## src/hdl/frame_buffer_slot_rotation_unit_assert.svh

```systemverilog
// assertion macros for the frame buffer slot rotation unit
// uses clk_i and rst_ni of the module that includes it
`ifndef FRAME_BUFFER_SLOT_ROTATION_UNIT_ASSERT_SVH
`define FRAME_BUFFER_SLOT_ROTATION_UNIT_ASSERT_SVH

`ifndef NO_ASSERTIONS
// checked out of reset only
`define FBSR_ASSERT(name, prop, msg) \
  name: assert property (@(posedge clk_i) disable iff (!rst_ni) prop) else $error(msg);
// checked in every cycle, reset included
`define FBSR_ASSERT_ALWAYS(name, prop, msg) \
  name: assert property (@(posedge clk_i) prop) else $error(msg);
`else
`define FBSR_ASSERT(name, prop, msg)
`define FBSR_ASSERT_ALWAYS(name, prop, msg)
`endif

`endif

```

## src/hdl/fbsr_pkg.sv

```systemverilog
// types, constants and address helpers for the frame buffer slot rotation unit
// no dependencies
package fbsr_pkg;

  localparam int unsigned BUFFER_COUNT = 2;
  localparam int unsigned IDX_W = (BUFFER_COUNT > 1) ? $clog2(BUFFER_COUNT) : 1;

  localparam logic [31:0] OFFSET_MASK = 32'h0fff_ffff;

  localparam logic [11:0] LINE_PIXELS_RST  = 12'd1920;
  localparam logic [11:0] FRAME_LINES_RST  = 12'd1080;
  localparam logic [31:0] REGION_BASE_RST  = 32'h0600_0000;
  localparam logic [27:0] BUFFER_BYTES_RST = 28'd8294400;

  typedef logic [IDX_W-1:0] buf_idx_t;

  typedef enum logic [1:0] {
    REG_LINE_PIXELS  = 2'd0,
    REG_FRAME_LINES  = 2'd1,
    REG_REGION_BASE  = 2'd2,
    REG_BUFFER_BYTES = 2'd3
  } cfg_reg_e;

  typedef struct packed {
    logic [1:0]  event_bits;
    logic        slot0_dma_pending;
    logic [31:0] slot0_write_addr;
    logic        slot1_dma_pending;
    logic [31:0] slot1_write_addr;
  } item_t;

  typedef struct packed {
    logic        slot0_reload;
    logic [31:0] slot0_load_addr;
    logic        slot1_reload;
    logic [31:0] slot1_load_addr;
    logic [1:0]  pending_clear;
    logic [31:0] display_addr;
    logic [1:0]  length_error;
    logic [1:0]  stray_dma;
    logic [1:0]  spurious_event;
  } result_t;

  // what one slot sees of its interrupt event
  typedef struct packed {
    logic        event_bit;
    logic        dma_pending;
    logic [31:0] write_addr;
  } slot_in_t;

  // settings shared by both slots
  typedef struct packed {
    logic [31:0] region_base;
    logic [27:0] buffer_bytes;
    logic [31:0] expected;
    logic [31:0] lo;
    logic [31:0] hi;
  } slot_ctx_t;

  typedef struct packed {
    logic        good;
    logic        reload;
    logic [31:0] load_addr;
    logic        clr;
    logic        len_err;
    logic        stray;
    logic        spur;
  } slot_res_t;

  function automatic logic [31:0] buf_base(logic [31:0] region_base,
                                           logic [27:0] buffer_bytes,
                                           buf_idx_t n);
    logic [31:0] offs;
    offs = 32'(n) * {4'b0, buffer_bytes};
    return region_base + offs;
  endfunction

  function automatic buf_idx_t advance(buf_idx_t n);
    logic [IDX_W:0] inc;
    inc = (IDX_W+1)'(n) + (IDX_W+1)'(1);
    return (inc >= (IDX_W+1)'(BUFFER_COUNT)) ? '0 : inc[IDX_W-1:0];
  endfunction

endpackage

```

## src/hdl/fbsr_if.sv

```systemverilog
// valid/ready stream interfaces for event items and result items
// depends on nothing but the field widths below
interface fbsr_in_if;
  logic        valid;
  logic        ready;
  logic [1:0]  event_bits;
  logic        slot0_dma_pending;
  logic [31:0] slot0_write_addr;
  logic        slot1_dma_pending;
  logic [31:0] slot1_write_addr;

  modport source (output valid, event_bits, slot0_dma_pending, slot0_write_addr,
                  slot1_dma_pending, slot1_write_addr, input ready);
  modport sink (input valid, event_bits, slot0_dma_pending, slot0_write_addr,
                slot1_dma_pending, slot1_write_addr, output ready);
endinterface

interface fbsr_out_if;
  logic        valid;
  logic        ready;
  logic        slot0_reload;
  logic [31:0] slot0_load_addr;
  logic        slot1_reload;
  logic [31:0] slot1_load_addr;
  logic [1:0]  pending_clear;
  logic [31:0] display_addr;
  logic [1:0]  length_error;
  logic [1:0]  stray_dma;
  logic [1:0]  spurious_event;

  modport source (output valid, slot0_reload, slot0_load_addr, slot1_reload,
                  slot1_load_addr, pending_clear, display_addr, length_error,
                  stray_dma, spurious_event, input ready);
  modport sink (input valid, slot0_reload, slot0_load_addr, slot1_reload,
                slot1_load_addr, pending_clear, display_addr, length_error,
                stray_dma, spurious_event, output ready);
endinterface

```

## src/hdl/frame_buffer_slot_rotation_unit.sv

```systemverilog
// top level of the frame buffer slot rotation unit: input register, both slots,
// buffer rotation state and result register; depends on fbsr_pkg, fbsr_if, fbsr_slot and the assertion header
//
//   channel  dir  handshake     payload
//   in_i     in   valid/ready   event bits, per-slot pending flag and write address
//   out_o    out  valid/ready   per-slot reload and address, clears, display, flags
//   cfg      in   cfg_we_i      register index cfg_idx_i, data cfg_wdata_i
//
// one event per clock when out_o is not stalled; from transfer to result an event passes
// the input register, then slot logic into the result register
// rotation state is read and written in the cycle an event moves into the result register
// reset empties both registers and loads the buffer indexes and settings defaults
// a stalled result holds its register while one more event waits in the input register
`include "frame_buffer_slot_rotation_unit_assert.svh"

module frame_buffer_slot_rotation_unit (
  input  logic        clk_i,
  input  logic        rst_ni,
  fbsr_in_if.sink     in_i,
  fbsr_out_if.source  out_o,
  input  logic        cfg_we_i,
  input  logic [1:0]  cfg_idx_i,
  input  logic [31:0] cfg_wdata_i
);

  logic [11:0] line_pixels_q;
  logic [11:0] frame_lines_q;
  logic [31:0] region_base_q;
  logic [27:0] buffer_bytes_q;

  fbsr_pkg::buf_idx_t slot0_buf_q, slot0_buf_d;
  fbsr_pkg::buf_idx_t slot1_buf_q, slot1_buf_d;
  fbsr_pkg::buf_idx_t next_buf_q, next_buf_d;
  fbsr_pkg::buf_idx_t shown_buf_q, shown_buf_d;
  fbsr_pkg::buf_idx_t next_mid;

  logic              in_valid_q;
  fbsr_pkg::item_t   in_q;
  logic              out_valid_q;
  fbsr_pkg::result_t out_q, out_d;

  logic adv;
  logic in_xfer;

  fbsr_pkg::slot_ctx_t ctx;
  fbsr_pkg::slot_in_t  s0_in, s1_in;
  fbsr_pkg::slot_res_t s0_res, s1_res;
  logic [23:0]         area;

  // configuration
  always_ff @(posedge clk_i or negedge rst_ni) begin
    if (!rst_ni) begin
      line_pixels_q  <= fbsr_pkg::LINE_PIXELS_RST;
      frame_lines_q  <= fbsr_pkg::FRAME_LINES_RST;
      region_base_q  <= fbsr_pkg::REGION_BASE_RST;
      buffer_bytes_q <= fbsr_pkg::BUFFER_BYTES_RST;
    end else if (cfg_we_i) begin
      unique case (fbsr_pkg::cfg_reg_e'(cfg_idx_i))
        fbsr_pkg::REG_LINE_PIXELS:  line_pixels_q  <= cfg_wdata_i[11:0];
        fbsr_pkg::REG_FRAME_LINES:  frame_lines_q  <= cfg_wdata_i[11:0];
        fbsr_pkg::REG_REGION_BASE:  region_base_q  <= cfg_wdata_i;
        fbsr_pkg::REG_BUFFER_BYTES: buffer_bytes_q <= cfg_wdata_i[27:0];
        default: ;
      endcase
    end
  end

  // handshake
  assign adv       = in_valid_q && (!out_valid_q || out_o.ready);
  assign in_i.ready = !in_valid_q || adv;
  assign in_xfer   = in_i.valid && in_i.ready;

  always_ff @(posedge clk_i or negedge rst_ni) begin
    if (!rst_ni) begin
      in_valid_q <= 1'b0;
    end else if (in_i.ready) begin
      in_valid_q <= in_i.valid;
    end
  end

  always_ff @(posedge clk_i) begin
    if (in_xfer) begin
      in_q.event_bits        <= in_i.event_bits;
      in_q.slot0_dma_pending <= in_i.slot0_dma_pending;
      in_q.slot0_write_addr  <= in_i.slot0_write_addr;
      in_q.slot1_dma_pending <= in_i.slot1_dma_pending;
      in_q.slot1_write_addr  <= in_i.slot1_write_addr;
    end
  end

  // shared slot context
  assign area             = 24'(line_pixels_q) * 24'(frame_lines_q);
  assign ctx.region_base  = region_base_q;
  assign ctx.buffer_bytes = buffer_bytes_q;
  assign ctx.expected     = {6'b0, area, 2'b00};
  assign ctx.lo           = region_base_q & fbsr_pkg::OFFSET_MASK;
  assign ctx.hi           = ctx.lo + 32'({4'b0, buffer_bytes_q} * 32'(fbsr_pkg::BUFFER_COUNT));

  assign s0_in = '{event_bit:   in_q.event_bits[0],
                   dma_pending: in_q.slot0_dma_pending,
                   write_addr:  in_q.slot0_write_addr};
  assign s1_in = '{event_bit:   in_q.event_bits[1],
                   dma_pending: in_q.slot1_dma_pending,
                   write_addr:  in_q.slot1_write_addr};

  fbsr_slot u_slot0 (
    .slot_i     (s0_in),
    .ctx_i      (ctx),
    .cur_buf_i  (slot0_buf_q),
    .next_buf_i (next_buf_q),
    .new_buf_o  (slot0_buf_d),
    .res_o      (s0_res)
  );

  // slot 1 sees the rotation index after slot 0 has taken its buffer
  assign next_mid = s0_res.good ? fbsr_pkg::advance(next_buf_q) : next_buf_q;

  fbsr_slot u_slot1 (
    .slot_i     (s1_in),
    .ctx_i      (ctx),
    .cur_buf_i  (slot1_buf_q),
    .next_buf_i (next_mid),
    .new_buf_o  (slot1_buf_d),
    .res_o      (s1_res)
  );

  assign next_buf_d  = s1_res.good ? fbsr_pkg::advance(next_mid) : next_mid;
  // slot 1 goes last, so its good frame wins
  assign shown_buf_d = s1_res.good ? slot1_buf_q :
                       s0_res.good ? slot0_buf_q : shown_buf_q;

  always_comb begin
    out_d.slot0_reload    = s0_res.reload;
    out_d.slot0_load_addr = s0_res.load_addr;
    out_d.slot1_reload    = s1_res.reload;
    out_d.slot1_load_addr = s1_res.load_addr;
    out_d.pending_clear   = {s1_res.clr, s0_res.clr};
    out_d.display_addr    = fbsr_pkg::buf_base(region_base_q, buffer_bytes_q, shown_buf_d);
    out_d.length_error    = {s1_res.len_err, s0_res.len_err};
    out_d.stray_dma       = {s1_res.stray, s0_res.stray};
    out_d.spurious_event  = {s1_res.spur, s0_res.spur};
  end

  always_ff @(posedge clk_i or negedge rst_ni) begin
    if (!rst_ni) begin
      slot0_buf_q <= fbsr_pkg::buf_idx_t'(0);
      slot1_buf_q <= fbsr_pkg::buf_idx_t'(1);
      next_buf_q  <= fbsr_pkg::buf_idx_t'(1);
      shown_buf_q <= fbsr_pkg::buf_idx_t'(0);
      out_valid_q <= 1'b0;
    end else begin
      if (adv) begin
        slot0_buf_q <= slot0_buf_d;
        slot1_buf_q <= slot1_buf_d;
        next_buf_q  <= next_buf_d;
        shown_buf_q <= shown_buf_d;
        out_valid_q <= 1'b1;
      end else if (out_o.ready) begin
        out_valid_q <= 1'b0;
      end
    end
  end

  always_ff @(posedge clk_i) begin
    if (adv) begin
      out_q <= out_d;
    end
  end

  assign out_o.valid           = out_valid_q;
  assign out_o.slot0_reload    = out_q.slot0_reload;
  assign out_o.slot0_load_addr = out_q.slot0_load_addr;
  assign out_o.slot1_reload    = out_q.slot1_reload;
  assign out_o.slot1_load_addr = out_q.slot1_load_addr;
  assign out_o.pending_clear   = out_q.pending_clear;
  assign out_o.display_addr    = out_q.display_addr;
  assign out_o.length_error    = out_q.length_error;
  assign out_o.stray_dma       = out_q.stray_dma;
  assign out_o.spurious_event  = out_q.spurious_event;

  `FBSR_ASSERT_ALWAYS(a_reset_empty, !rst_ni |-> !in_valid_q && !out_valid_q,
                      "pipeline not empty in reset")
  `FBSR_ASSERT(a_idx_range,
               32'(slot0_buf_q) < fbsr_pkg::BUFFER_COUNT &&
               32'(slot1_buf_q) < fbsr_pkg::BUFFER_COUNT &&
               32'(next_buf_q) < fbsr_pkg::BUFFER_COUNT &&
               32'(shown_buf_q) < fbsr_pkg::BUFFER_COUNT,
               "buffer index out of range")
  `FBSR_ASSERT(a_next_hold, !adv |=> $stable(next_buf_q) && $stable(shown_buf_q),
               "rotation state moved without an event")
  `FBSR_ASSERT(a_clear_reload,
               out_valid_q |-> out_q.pending_clear == {out_q.slot1_reload, out_q.slot0_reload},
               "acknowledge differs from reload")
  `FBSR_ASSERT(a_lenerr_reload,
               out_valid_q && out_q.length_error[0] |->
                 out_q.slot0_reload && !out_q.spurious_event[0],
               "slot 0 length error without reload")

endmodule

```

## src/hdl/fbsr_slot.sv

```systemverilog
// per-slot event handling: length check, stray check, buffer swap and reload
// depends on fbsr_pkg
module fbsr_slot (
  input  fbsr_pkg::slot_in_t  slot_i,
  input  fbsr_pkg::slot_ctx_t ctx_i,
  input  fbsr_pkg::buf_idx_t  cur_buf_i,
  input  fbsr_pkg::buf_idx_t  next_buf_i,
  output fbsr_pkg::buf_idx_t  new_buf_o,
  output fbsr_pkg::slot_res_t res_o
);

  logic [31:0] cur_base;
  logic [31:0] next_base;
  logic [31:0] length;
  logic        match;

  assign cur_base  = fbsr_pkg::buf_base(ctx_i.region_base, ctx_i.buffer_bytes, cur_buf_i);
  assign next_base = fbsr_pkg::buf_base(ctx_i.region_base, ctx_i.buffer_bytes, next_buf_i);
  assign length    = slot_i.write_addr - (cur_base & fbsr_pkg::OFFSET_MASK);
  assign match     = (length == ctx_i.expected);

  always_comb begin
    res_o     = '0;
    new_buf_o = cur_buf_i;
    if (slot_i.dma_pending) begin
      res_o.stray  = (slot_i.write_addr < ctx_i.lo) || (slot_i.write_addr > ctx_i.hi);
      res_o.reload = 1'b1;
      res_o.clr    = 1'b1;
      if (match) begin
        // good frame: this buffer goes to display, slot takes the next one
        res_o.good      = 1'b1;
        new_buf_o       = next_buf_i;
        res_o.load_addr = next_base;
      end else begin
        res_o.len_err   = 1'b1;
        res_o.load_addr = cur_base;
      end
    end else if (slot_i.event_bit) begin
      res_o.reload    = 1'b1;
      res_o.clr       = 1'b1;
      res_o.spur      = 1'b1;
      res_o.load_addr = cur_base;
    end
  end

endmodule
```

## src/flat_wrapper.sv

```systemverilog
// flat-port wrapper written by rule: the top's interface ports become plain ports
module frame_buffer_slot_rotation_unit_flat 
  (clk_i, rst_ni, cfg_we_i, cfg_idx_i, cfg_wdata_i, in_i_valid, in_i_event_bits, in_i_slot0_dma_pending, in_i_slot0_write_addr, in_i_slot1_dma_pending, in_i_slot1_write_addr, in_i_ready, out_o_valid, out_o_slot0_reload, out_o_slot0_load_addr, out_o_slot1_reload, out_o_slot1_load_addr, out_o_pending_clear, out_o_display_addr, out_o_length_error, out_o_stray_dma, out_o_spurious_event, out_o_ready);
  fbsr_in_if in_i_i ();
  fbsr_out_if out_o_i ();
  input  logic clk_i;
  input  logic rst_ni;
  input  logic cfg_we_i;
  input  logic [1:0] cfg_idx_i;
  input  logic [31:0] cfg_wdata_i;
  input wire logic [$bits(in_i_i.valid)-1:0] in_i_valid;
  input wire logic [$bits(in_i_i.event_bits)-1:0] in_i_event_bits;
  input wire logic [$bits(in_i_i.slot0_dma_pending)-1:0] in_i_slot0_dma_pending;
  input wire logic [$bits(in_i_i.slot0_write_addr)-1:0] in_i_slot0_write_addr;
  input wire logic [$bits(in_i_i.slot1_dma_pending)-1:0] in_i_slot1_dma_pending;
  input wire logic [$bits(in_i_i.slot1_write_addr)-1:0] in_i_slot1_write_addr;
  output wire logic [$bits(in_i_i.ready)-1:0] in_i_ready;
  output wire logic [$bits(out_o_i.valid)-1:0] out_o_valid;
  output wire logic [$bits(out_o_i.slot0_reload)-1:0] out_o_slot0_reload;
  output wire logic [$bits(out_o_i.slot0_load_addr)-1:0] out_o_slot0_load_addr;
  output wire logic [$bits(out_o_i.slot1_reload)-1:0] out_o_slot1_reload;
  output wire logic [$bits(out_o_i.slot1_load_addr)-1:0] out_o_slot1_load_addr;
  output wire logic [$bits(out_o_i.pending_clear)-1:0] out_o_pending_clear;
  output wire logic [$bits(out_o_i.display_addr)-1:0] out_o_display_addr;
  output wire logic [$bits(out_o_i.length_error)-1:0] out_o_length_error;
  output wire logic [$bits(out_o_i.stray_dma)-1:0] out_o_stray_dma;
  output wire logic [$bits(out_o_i.spurious_event)-1:0] out_o_spurious_event;
  input wire logic [$bits(out_o_i.ready)-1:0] out_o_ready;
  assign in_i_i.valid = in_i_valid;
  assign in_i_i.event_bits = in_i_event_bits;
  assign in_i_i.slot0_dma_pending = in_i_slot0_dma_pending;
  assign in_i_i.slot0_write_addr = in_i_slot0_write_addr;
  assign in_i_i.slot1_dma_pending = in_i_slot1_dma_pending;
  assign in_i_i.slot1_write_addr = in_i_slot1_write_addr;
  assign in_i_ready = in_i_i.ready;
  assign out_o_valid = out_o_i.valid;
  assign out_o_slot0_reload = out_o_i.slot0_reload;
  assign out_o_slot0_load_addr = out_o_i.slot0_load_addr;
  assign out_o_slot1_reload = out_o_i.slot1_reload;
  assign out_o_slot1_load_addr = out_o_i.slot1_load_addr;
  assign out_o_pending_clear = out_o_i.pending_clear;
  assign out_o_display_addr = out_o_i.display_addr;
  assign out_o_length_error = out_o_i.length_error;
  assign out_o_stray_dma = out_o_i.stray_dma;
  assign out_o_spurious_event = out_o_i.spurious_event;
  assign out_o_i.ready = out_o_ready;
  frame_buffer_slot_rotation_unit u_core (.clk_i(clk_i), .rst_ni(rst_ni), .in_i(in_i_i), .out_o(out_o_i), .cfg_we_i(cfg_we_i), .cfg_idx_i(cfg_idx_i), .cfg_wdata_i(cfg_wdata_i));
endmodule
```

## config.mk

```make
export PLATFORM = sky130hd
export DESIGN_NAME = frame_buffer_slot_rotation_unit_flat
export DESIGN_NICKNAME = d
export VERILOG_FILES = /design/src/hdl/fbsr_pkg.sv /design/src/hdl/fbsr_if.sv /design/src/hdl/frame_buffer_slot_rotation_unit.sv /design/src/hdl/fbsr_slot.sv /design/src/flat_wrapper.sv
export VERILOG_INCLUDE_DIRS = /design/src /design/src/hdl
export SDC_FILE = /design/constraint.sdc
export NUM_CORES = 1
export LEC_CHECK = 0
export BUFFER_PORTS_ARGS = -buffer_cell sky130_fd_sc_hd__buf_2
export CAP_MARGIN = 10
export CORE_MARGIN = 10
export CORE_UTILIZATION = 40
export CTS_CLUSTER_DIAMETER = 30
export CTS_CLUSTER_SIZE = 10
export DETAILED_ROUTE_END_ITERATION = 10
export HOLD_SLACK_MARGIN = 0.03
export SETUP_SLACK_MARGIN = 0.05
export SYNTH_ARGS = -nofsm -noshare
export SYNTH_HDL_FRONTEND = slang
export SYNTH_SLANG_ARGS = --single-unit
```

## constraint.sdc

```tcl
create_clock -name clk_i -period 9.4 [get_ports clk_i]
set_input_delay 1.41 -clock clk_i [delete_from_list [all_inputs] [get_ports clk_i]]
set_output_delay 1.41 -clock clk_i [all_outputs]
set_load 0.05 [all_outputs]
```

---- After elaboration in Yosys (flattened, before gate mapping) ----
Cells that the tools add are included.
word-level totals
  logic and storage cells ................. 93
  register bits after elaboration ......... 264
  output and inout port bits .............. 108
cells by class
  order comparisons ....................... 6
  add/subtract/negate cells ............... 10
  $mul .................................... 6
  reduce and logical (&&, ||, !) cells .... 16
  eq/ne operators ......................... 5
  mux-type cells .......................... 22
operators by type and width
  cell                                            number
  adder 32 x 29 -> 32 bit                         5
  multiplier 1 x 28 -> 29 bit                     5
  two-way mux 34 bit                              2
  two-way mux 33 bit                              2
  == test 32 x 26 -> 1 bit                        2
  > comparator 32 bit                             2
  < comparator 32 x 28 -> 1 bit                   2
  two-way mux 32 bit                              2
  subtractor 32 x 28 -> 32 bit                    2
  adder 28 x 29 -> 30 bit                         1
  multiplier 12 x 12 -> 24 bit                    1
  two-way mux 1 bit                               16
  AND reduction 2 bit                             4
  AND reduction 3 bit                             2
  adder 1 x 1 -> 2 bit (second input constant)    2
  == test 2 bit (second input constant)           2
  >= comparator 2 bit (second input constant)     2
  logical OR 1 bit                                4
  == test 2 x 1 -> 1 bit (second input constant)  1
  logical AND 1 bit                               2
  logical NOT 1 bit                               2
  logical NOT 2 bit                               1
  nonzero test 2 bit                              1

---- Depth between registers and ports, before layout ----
Gate-level depths: netlist (run 1).
  word-level depth ........................ 11
  depth in mapped cells ................... 46
  mapped depth without buffers ............ 43

---- By module ----
A second synthesis (run 1) with hierarchy kept.
unflattened totals
  cells, all modules ...................... 3893
  area, all modules ....................... 34544.4 um^2
modules (own cells, without submodules)
  module                           times used  area each (um^2)  cells each
  frame_buffer_slot_rotation_unit  1           16622.2           1433
  fbsr_slot at u_core.u_slot0      1           9054.9            1227
  fbsr_slot at u_core.u_slot1      1           8867.3            1233

---- Worst setup path before layout (run 1) ----
OpenSTA, ideal clock, no wires.
  kind .................................... reg-to-reg
  start point ............................. reg u_core.slot1_buf_q
  end point ............................... reg u_core.out_q, in the netlist u_core.out_o.display_addr[30] (data pin)
  required time ........................... 9.134 ns
  setup time .............................. 0.266 ns
  clock period less this slack ............ 10.431 ns
  arrival time ............................ 10.165 ns
  stages on the path, launching flop included .. 47
  setup slack ............................. -1.031 ns
  path through ............................ dfstp_2 > clkbuf_1 > and2_1 > ha_1 > fa_1 > a211oi_1 > o21ai_0 > a41oi_1 > nor4_1 > a41o_1 > o31a_1 > a211o_1 > a21oi_1 > o21bai_1 > a221o_1 > xnor2_1 > ha_1 > buf_4 > [11 not listed] > a21o_1 > buf_6 > buf_6 > nor2b_2 > ha_1 > a21oi_1 > o21bai_1 > a21o_1 > a21o_1 > a211o_1 > a21oi_1 > o31ai_1 > o41ai_1 > o211a_1 > o21bai_1 > a21o_1 > nor2b_1 > xor2_1
RTL lines
  element                 RTL line                                text
  start, declared         frame_buffer_slot_rotation_unit.sv:32   fbsr_pkg::buf_idx_t slot1_buf_q, slot1_buf_d;
  start signal, assigned  frame_buffer_slot_rotation_unit.sv:147  slot1_buf_q <= fbsr_pkg::buf_idx_t'(1);
  start signal, assigned  frame_buffer_slot_rotation_unit.sv:154  slot1_buf_q <= slot1_buf_d;
  end signal, assigned    frame_buffer_slot_rotation_unit.sv:166  out_q <= out_d;
  end, declared           frame_buffer_slot_rotation_unit.sv:40   fbsr_pkg::result_t out_q, out_d;

==> results of run 1 <==
-- placed cells by master, fill, tap and decap left out, types with 51 or more instances in the layout --
cell	count
ha_1	379
buf_4	689
buf_2	213
mux2_2	105
nand3_1	59
nor2_1	128
nor3_1	51
xnor2_1	132
inv_1	207
and2_1	164
fa_1	98
o21ai_0	135
clkbuf_16	67
a21oi_1	185
edfxtp_1	172
nand2_1	214
dfrtp_1	68
xor2_1	78
a21o_1	101
nor2b_1	82
-- registers in the layout, indices dropped and copies added, names as in the netlist --
name,count
u_core.out_o.length_error,2
u_core.slot1_buf_q,1
u_core.out_o.spurious_event,2
u_core.in_q,68
u_core.line_pixels_q,12
u_core.frame_lines_q,12
u_core.buffer_bytes_q,28
u_core.out_o.slot0_load_addr,32
u_core.out_o.stray_dma,2
u_core.in_valid_q,1
u_core.region_base_q,32
u_core.shown_buf_q,1
u_core.out_o.display_addr,32
u_core.out_o.slot1_load_addr,32
u_core.out_o.pending_clear,2
u_core.next_buf_q,1
u_core.out_o.valid,1
u_core.slot0_buf_q,1
-- cell type report --
class,instances,area [um^2],area share [%]
inverter,210,791,1.92
multi-input combinational,2667,22600,54.8
timing repair buffer,947,6830,16.6
clock buffer,76,1750,4.25
antenna,10,25.0,0.0607
clock inverter,45,587,1.42
tap,969,1210,2.94
sequential,262,7440,18.1
-- worst max path at each step --
stage | start | to | slack, ps | cells past startpoint
finish | u_core.slot1_buf_q$_DFFE_PN1P_ | u_core.out_o.display_addr[30]$_DFFE_PP_ | -870 | 47
global placement | u_core.slot1_buf_q$_DFFE_PN1P_ | u_core.out_o.display_addr[30]$_DFFE_PP_ | -1320 | 47
CTS | u_core.slot1_buf_q$_DFFE_PN1P_ | u_core.out_o.display_addr[28]$_DFFE_PP_ | -920 | 47
global route | u_core.slot1_buf_q$_DFFE_PN1P_ | u_core.out_o.display_addr[30]$_DFFE_PP_ | -1240 | 47
floorplan | u_core.slot1_buf_q$_DFFE_PN1P_ | u_core.out_o.display_addr[30]$_DFFE_PP_ | -270 | 46
detailed placement | u_core.slot1_buf_q$_DFFE_PN1P_ | u_core.out_o.display_addr[29]$_DFFE_PP_ | -1490 | 44
-- stage by stage --
step	TNS [ps]	cells	utilization [%]	cell area [um^2]
2_1_floorplan	-413	3233	-	30100
3_3_place_gp	-26080	4984	49.8	37000
3_5_place_dp	-32770	4984	49.8	37000
4_1_cts	-8950	5153	54.3	40400
5_1_grt	-22070	5178	55.4	41200
6_report	-9560	5186	55.5	41200
-- routing by layer --
layer,GRT usage [%],part of all wire (%)
met1,30.3,41
met4,12.2,5.2
met2,42.5,47
met3,3.80,6.1
met5,0,0
-- critical path, delay by kind of cell, from the launching register on --
family	cells	cell delay [ps]
simple gates	13	2930
xor+xnor	2	310
flops	1	380
fa+ha+maj	4	940
buf+inv	5	720
compound gates	23	4700
-- cell families after synthesis --
| family | after synthesis | share of synthesized area (%) |
|---|---|---|
| compound gates | 815 | 17.8 |
| xor+xnor | 240 | 7.49 |
| fa+ha+maj | 505 | 23.8 |
| buf+inv | 304 | 3.95 |
| flops | 262 | 24.9 |
| mux | 115 | 4.30 |
| simple gates | 992 | 17.8 |
-- timing repair --
action / 4_1_cts / 5_1_grt
buffers inserted: 50 / 28
cloned: 0 / 0
setup endpoints to repair: 45 / 47
pin swaps: 75 / 79
gates resized for setup: 149 / 128
==> impl_metrics.csv, run 1 <==
group,metric,value,unit
logic_synthesis,ys_async_sr_fraction,34.4,%
min_path,min_to,"u_core.out_o.valid$_DFFE_PN0P_",
floorplan,start_util,40.2,%
place,place.gp.congestion,0.972,
clock_network,cts_max_level,3,
critical_path,r2r_slack,-870,ps
logic_synthesis,synth.area.top_cells,"edfxtp_1, ha_1, fa_1",
global_routing,antenna_found_initial,4,
timing,period_minus_slack,10270,ps
finish,drive_above_1_share,33.6,%
global_routing,overflow,0,
clock_network,clockBufferDepth,3,
route,first_iter_violations,1726,
logic_synthesis,yosys-top-cells-count,"ha_1, nand2_1, a21oi_1, inv_1, edfxtp_1",
clock_network,clkLatencyLatePin,610,ps
flow_run,maxCapViolations,0,
floorplan,die_w,293,um
timing,hold_viol,0,
route,firstDrtPassIters,5,
timing,worst_slew_pin_slew,1030,ps
critical_path,critPathKind,"flop to flop",
run_status,outcome,"complete, but fails checks",
place,dp_slack,-1490,ps
critical_path,cpMaxStageDelayCell,"or4b_4",
timing,max_freq,0.0974,GHz
logic_synthesis,yosysTopAreaCell,"edfxtp_1",
min_path,hp-start,"u_core.in_valid_q$_DFFE_PN0N_",
logic_synthesis,netlist_area,29900,um^2
clock_network,clkTransAtPathRegs,50,ps
critical_path,crit_fanout,6,
logic_synthesis,synth_ff_type,"edfxtp_1",
min_path,hold_path_depth,1,
floorplan,io_pins,215,
global_routing,grt_pass1_wl,165,mm
logic_synthesis,avgSynthCellArea,9.25,um^2
clock_network,cts_tree,"built",
floorplan,core,74300,um^2
logic_synthesis,synth.ff_latch_count,262,
critical_path,critPathRequiredTime,9730,ps
route,wl_per_cell,21.4,um
logic_synthesis,synth_top_area_share,17.3,%
floorplan,dieArea,86100,um^2
timing,hold-worst-slack,510,ps
clock_network,cts_made_buffers,66,
global_routing,grt_pass1_vias,28900,
timing,finalMaxSlewViolations,0,
run_status,violations,"antenna violations, negative setup slack",
clock_network,cts_hold_buf,0,
critical_path,reg2reg_from,"u_core.slot1_buf_q$_DFFE_PN1P_",
timing,setup_viol,27,
route,via_per_inst,5.53,
route,dr_total_vias,28700,
critical_path,max_stage_delay,520,ps
critical_path,rr_worst_depth,47,
min_path,hp-class,"flop to flop",
route,drc,0,
logic_synthesis,seq_area_frac_synth,24.9,%
logic_synthesis,syn_nets,3845,
critical_path,worst_setup_path_end_kind,"flop",
logic_synthesis,synth_edf_count,172,
critical_path,rr_endpoint,"u_core.out_o.display_addr[30]$_DFFE_PP_",
place,hpwlAfterDp,90.4,mm
finish,fillers,6703,
critical_path,cp_common_cell,"a21o_1",
timing,fin_skew,36.4,ps
logic_synthesis,synth_warnings,0,
critical_path,worstSetupStartpointType,"flop",
logic_synthesis,synth.most_common_cell,"ha_1",
timing,max-slew-margin-rel,31.5,%
finish,area_growth_syn_to_layout,37.8,%
global_routing,track_usage,24.9,%
timing,rsz0062_at_grt,"true",
timing,post-route-period-util,109,%
logic_synthesis,synthCells,3233,
timing,finalWorstSetupSlack,-866,ps
critical_path,crit_arrival,10600,ps
clock_network,clock_sinks,262,
floorplan,rows,100,
place,io_buffers,214,
route,ant_nets,1,
route,wirelength,111,mm
global_routing,grt_max_degree,60,
floorplan,die_h,293,um
finish,nets,4766,
logic_synthesis,synth.distinct_cells,85,
clock_network,root_buffer,"clkbuf_16",
Power of run 1 is left out: the tool's default activity adds up to more than one toggle a clock period on the data nets, which glitch-free logic cannot reach.
==> run 2, diff against run 1 <==
- CTS_BUF_LIST: unset -> sky130_fd_sc_hd__clkbuf_8
==> run 2 against run 1 <==
- the run ends with negative setup slack left
- count of clock-buffer cells in the layout down 5
- sequential cell count is the same
- via count fell by 0.13%
- critical endpoint unchanged
- non-clock buffer count is 16 higher
- setup slack worse by 46 ps
- fmax down 0.45%
- highest routed layer unchanged
- largest cell class unchanged
- core utilization shrank 0.83 points
- register-to-register slack got worse by 50 ps
- wire length barely moved
==> impl_metrics.csv, run 2 (synthesis gave the netlist of run 1 again) <==
group,metric,value,unit
run_status,outcome,"complete, but fails checks",
run_status,violations,"negative setup slack",
timing,max_freq,0.0970,GHz
place,hpwlAfterDp,90.4,mm
clock_network,clkTransAtPathRegs,70,ps
route,firstDrtPassIters,5,
global_routing,antenna_found_initial,5,
route,dr_total_vias,28600,
min_path,min_to,"u_core.out_o.valid$_DFFE_PN0P_",
floorplan,die_w,293,um
critical_path,critPathKind,"flop to flop",
place,io_buffers,214,
critical_path,critPathRequiredTime,9790,ps
finish,layout_commonest_cell,"buf_4",
critical_path,crit_arrival,10700,ps
route,wl_per_cell,21.3,um
timing,period_minus_slack,10310,ps
timing,fin_skew,54.8,ps
clock_network,clock_sinks,262,
critical_path,max_stage_delay,520,ps
floorplan,rows,100,
route,first_iter_violations,1755,
timing,setup_viol,26,
global_routing,grt_pass1_vias,28800,
floorplan,io_pins,215,
critical_path,cp_common_cell,"a21o_1",
critical_path,worstSetupStartpointType,"flop",
finish,top_register,"u_core.in_q",
floorplan,dieArea,86100,um^2
finish,nets,4782,
route,ant_nets,0,
clock_network,root_buffer,"clkbuf_8",
route,drc,0,
critical_path,rr_worst_depth,47,
clock_network,cts_made_buffers,66,
critical_path,cpMaxStageDelayCell,"or4b_4",
floorplan,start_util,40.2,%
finish,area_growth_syn_to_layout,35.7,%
route,wirelength,111,mm
clock_network,clockBufferDepth,3,
critical_path,reg2reg_from,"u_core.slot1_buf_q$_DFFE_PN1P_",
timing,max-slew-margin-rel,31.7,%
clock_network,cts_tree,"built",
global_routing,overflow,0,
critical_path,r2r_slack,-910,ps
route,via_per_inst,5.51,
global_routing,track_usage,24.9,%
clock_network,clkLatencyLatePin,670,ps
finish,largest_register_ff_count,68,
min_path,hp-start,"u_core.in_valid_q$_DFFE_PN0N_",
critical_path,worst_setup_path_end_kind,"flop",
finish,final_util,54.6,%
timing,finalWorstSetupSlack,-913,ps
flow_run,maxCapViolations,0,
timing,hold_viol,0,
timing,rsz0062_at_grt,"true",
timing,post-route-period-util,110,%
min_path,hold_path_depth,1,
global_routing,grt_max_degree,60,
floorplan,core,74300,um^2
floorplan,die_h,293,um
timing,worst_slew_pin_slew,1020,ps
finish,drive_above_1_share,33.9,%
clock_network,cts_hold_buf,0,
global_routing,grt_pass1_wl,165,mm
place,place.gp.congestion,0.972,
finish,final_cell_mix,"buf_4, ha_1, nand2_1, buf_2, inv_1",
critical_path,rr_endpoint,"u_core.out_o.display_addr[30]$_DFFE_PP_",
critical_path,crit_buf_inv,5,
min_path,hp-class,"flop to flop",
clock_network,cts_max_level,3,
critical_path,crit_fanout,6,
critical_path,crit_family,"compound AO/OA/AOI/OAI gates",
timing,finalMaxSlewViolations,0,
[run 2: routing by layer]
metal  share of wire [%]  GRT usage (%)
met1                  42           30.5
met2                  47           42.3
met3                 5.6           3.50
met4                 5.0           12.2
met5                   0              0
[run 2: worst register-to-register path, delay by kind of cell (launching register included)]
family	cells	cell delay [ps]
DFF	1	390
and+or+nand+nor	13	2940
adders and majority gates	4	940
AOI/OAI and AO/OA	23	4740
xor gates and xnor gates	2	310
buffers and inverters	5	730
[run 2: metrics by stage]
stage	instances	hold slack [ps]	worst slack, ps	instance area [um^2]	setup TNS (ps)
finish	5197	512	-913	40600	-9640
global route	5194	563	-1300	40600	-21890
CTS	5176	512	-930	39900	-8860
detailed placement	4984	505	-1490	37000	-32770
global placement	4984	481	-1320	37000	-26080
floorplan	3233	455	-270	30100	-413
[run 2: how the worst max path moves through the flow]
stage | endpoint | startpoint | slack (ps) | cells past startpoint
finish | u_core.out_o.display_addr[30]$_DFFE_PP_ | u_core.slot1_buf_q$_DFFE_PN1P_ | -910 | 47
global route | u_core.out_o.display_addr[29]$_DFFE_PP_ | u_core.slot1_buf_q$_DFFE_PN1P_ | -1300 | 45
CTS | u_core.out_o.display_addr[28]$_DFFE_PP_ | u_core.slot1_buf_q$_DFFE_PN1P_ | -930 | 47
detailed placement | u_core.out_o.display_addr[29]$_DFFE_PP_ | u_core.slot1_buf_q$_DFFE_PN1P_ | -1490 | 44
global placement | u_core.out_o.display_addr[30]$_DFFE_PP_ | u_core.slot1_buf_q$_DFFE_PN1P_ | -1320 | 47
floorplan | u_core.out_o.display_addr[30]$_DFFE_PP_ | u_core.slot1_buf_q$_DFFE_PN1P_ | -270 | 46
[run 2: what timing repair did]
item,in CTS,in global routing
buffers inserted,73,26
cloned,0,1
pin swaps,94,81
setup endpoints to repair,45,74
resized for setup,170,121
[run 2: layout make-up]
cell class	count	area [um^2]
clock inverters	50	579
clock buffers	71	977
multi-input cells	2667	22600
well taps	969	1210
repair buffers	963	6960
flip-flops and latches	262	7440
diodes	5	12.5
fillers	6803	33700
inverters	210	793
Power of run 2 is left out for the same reason.
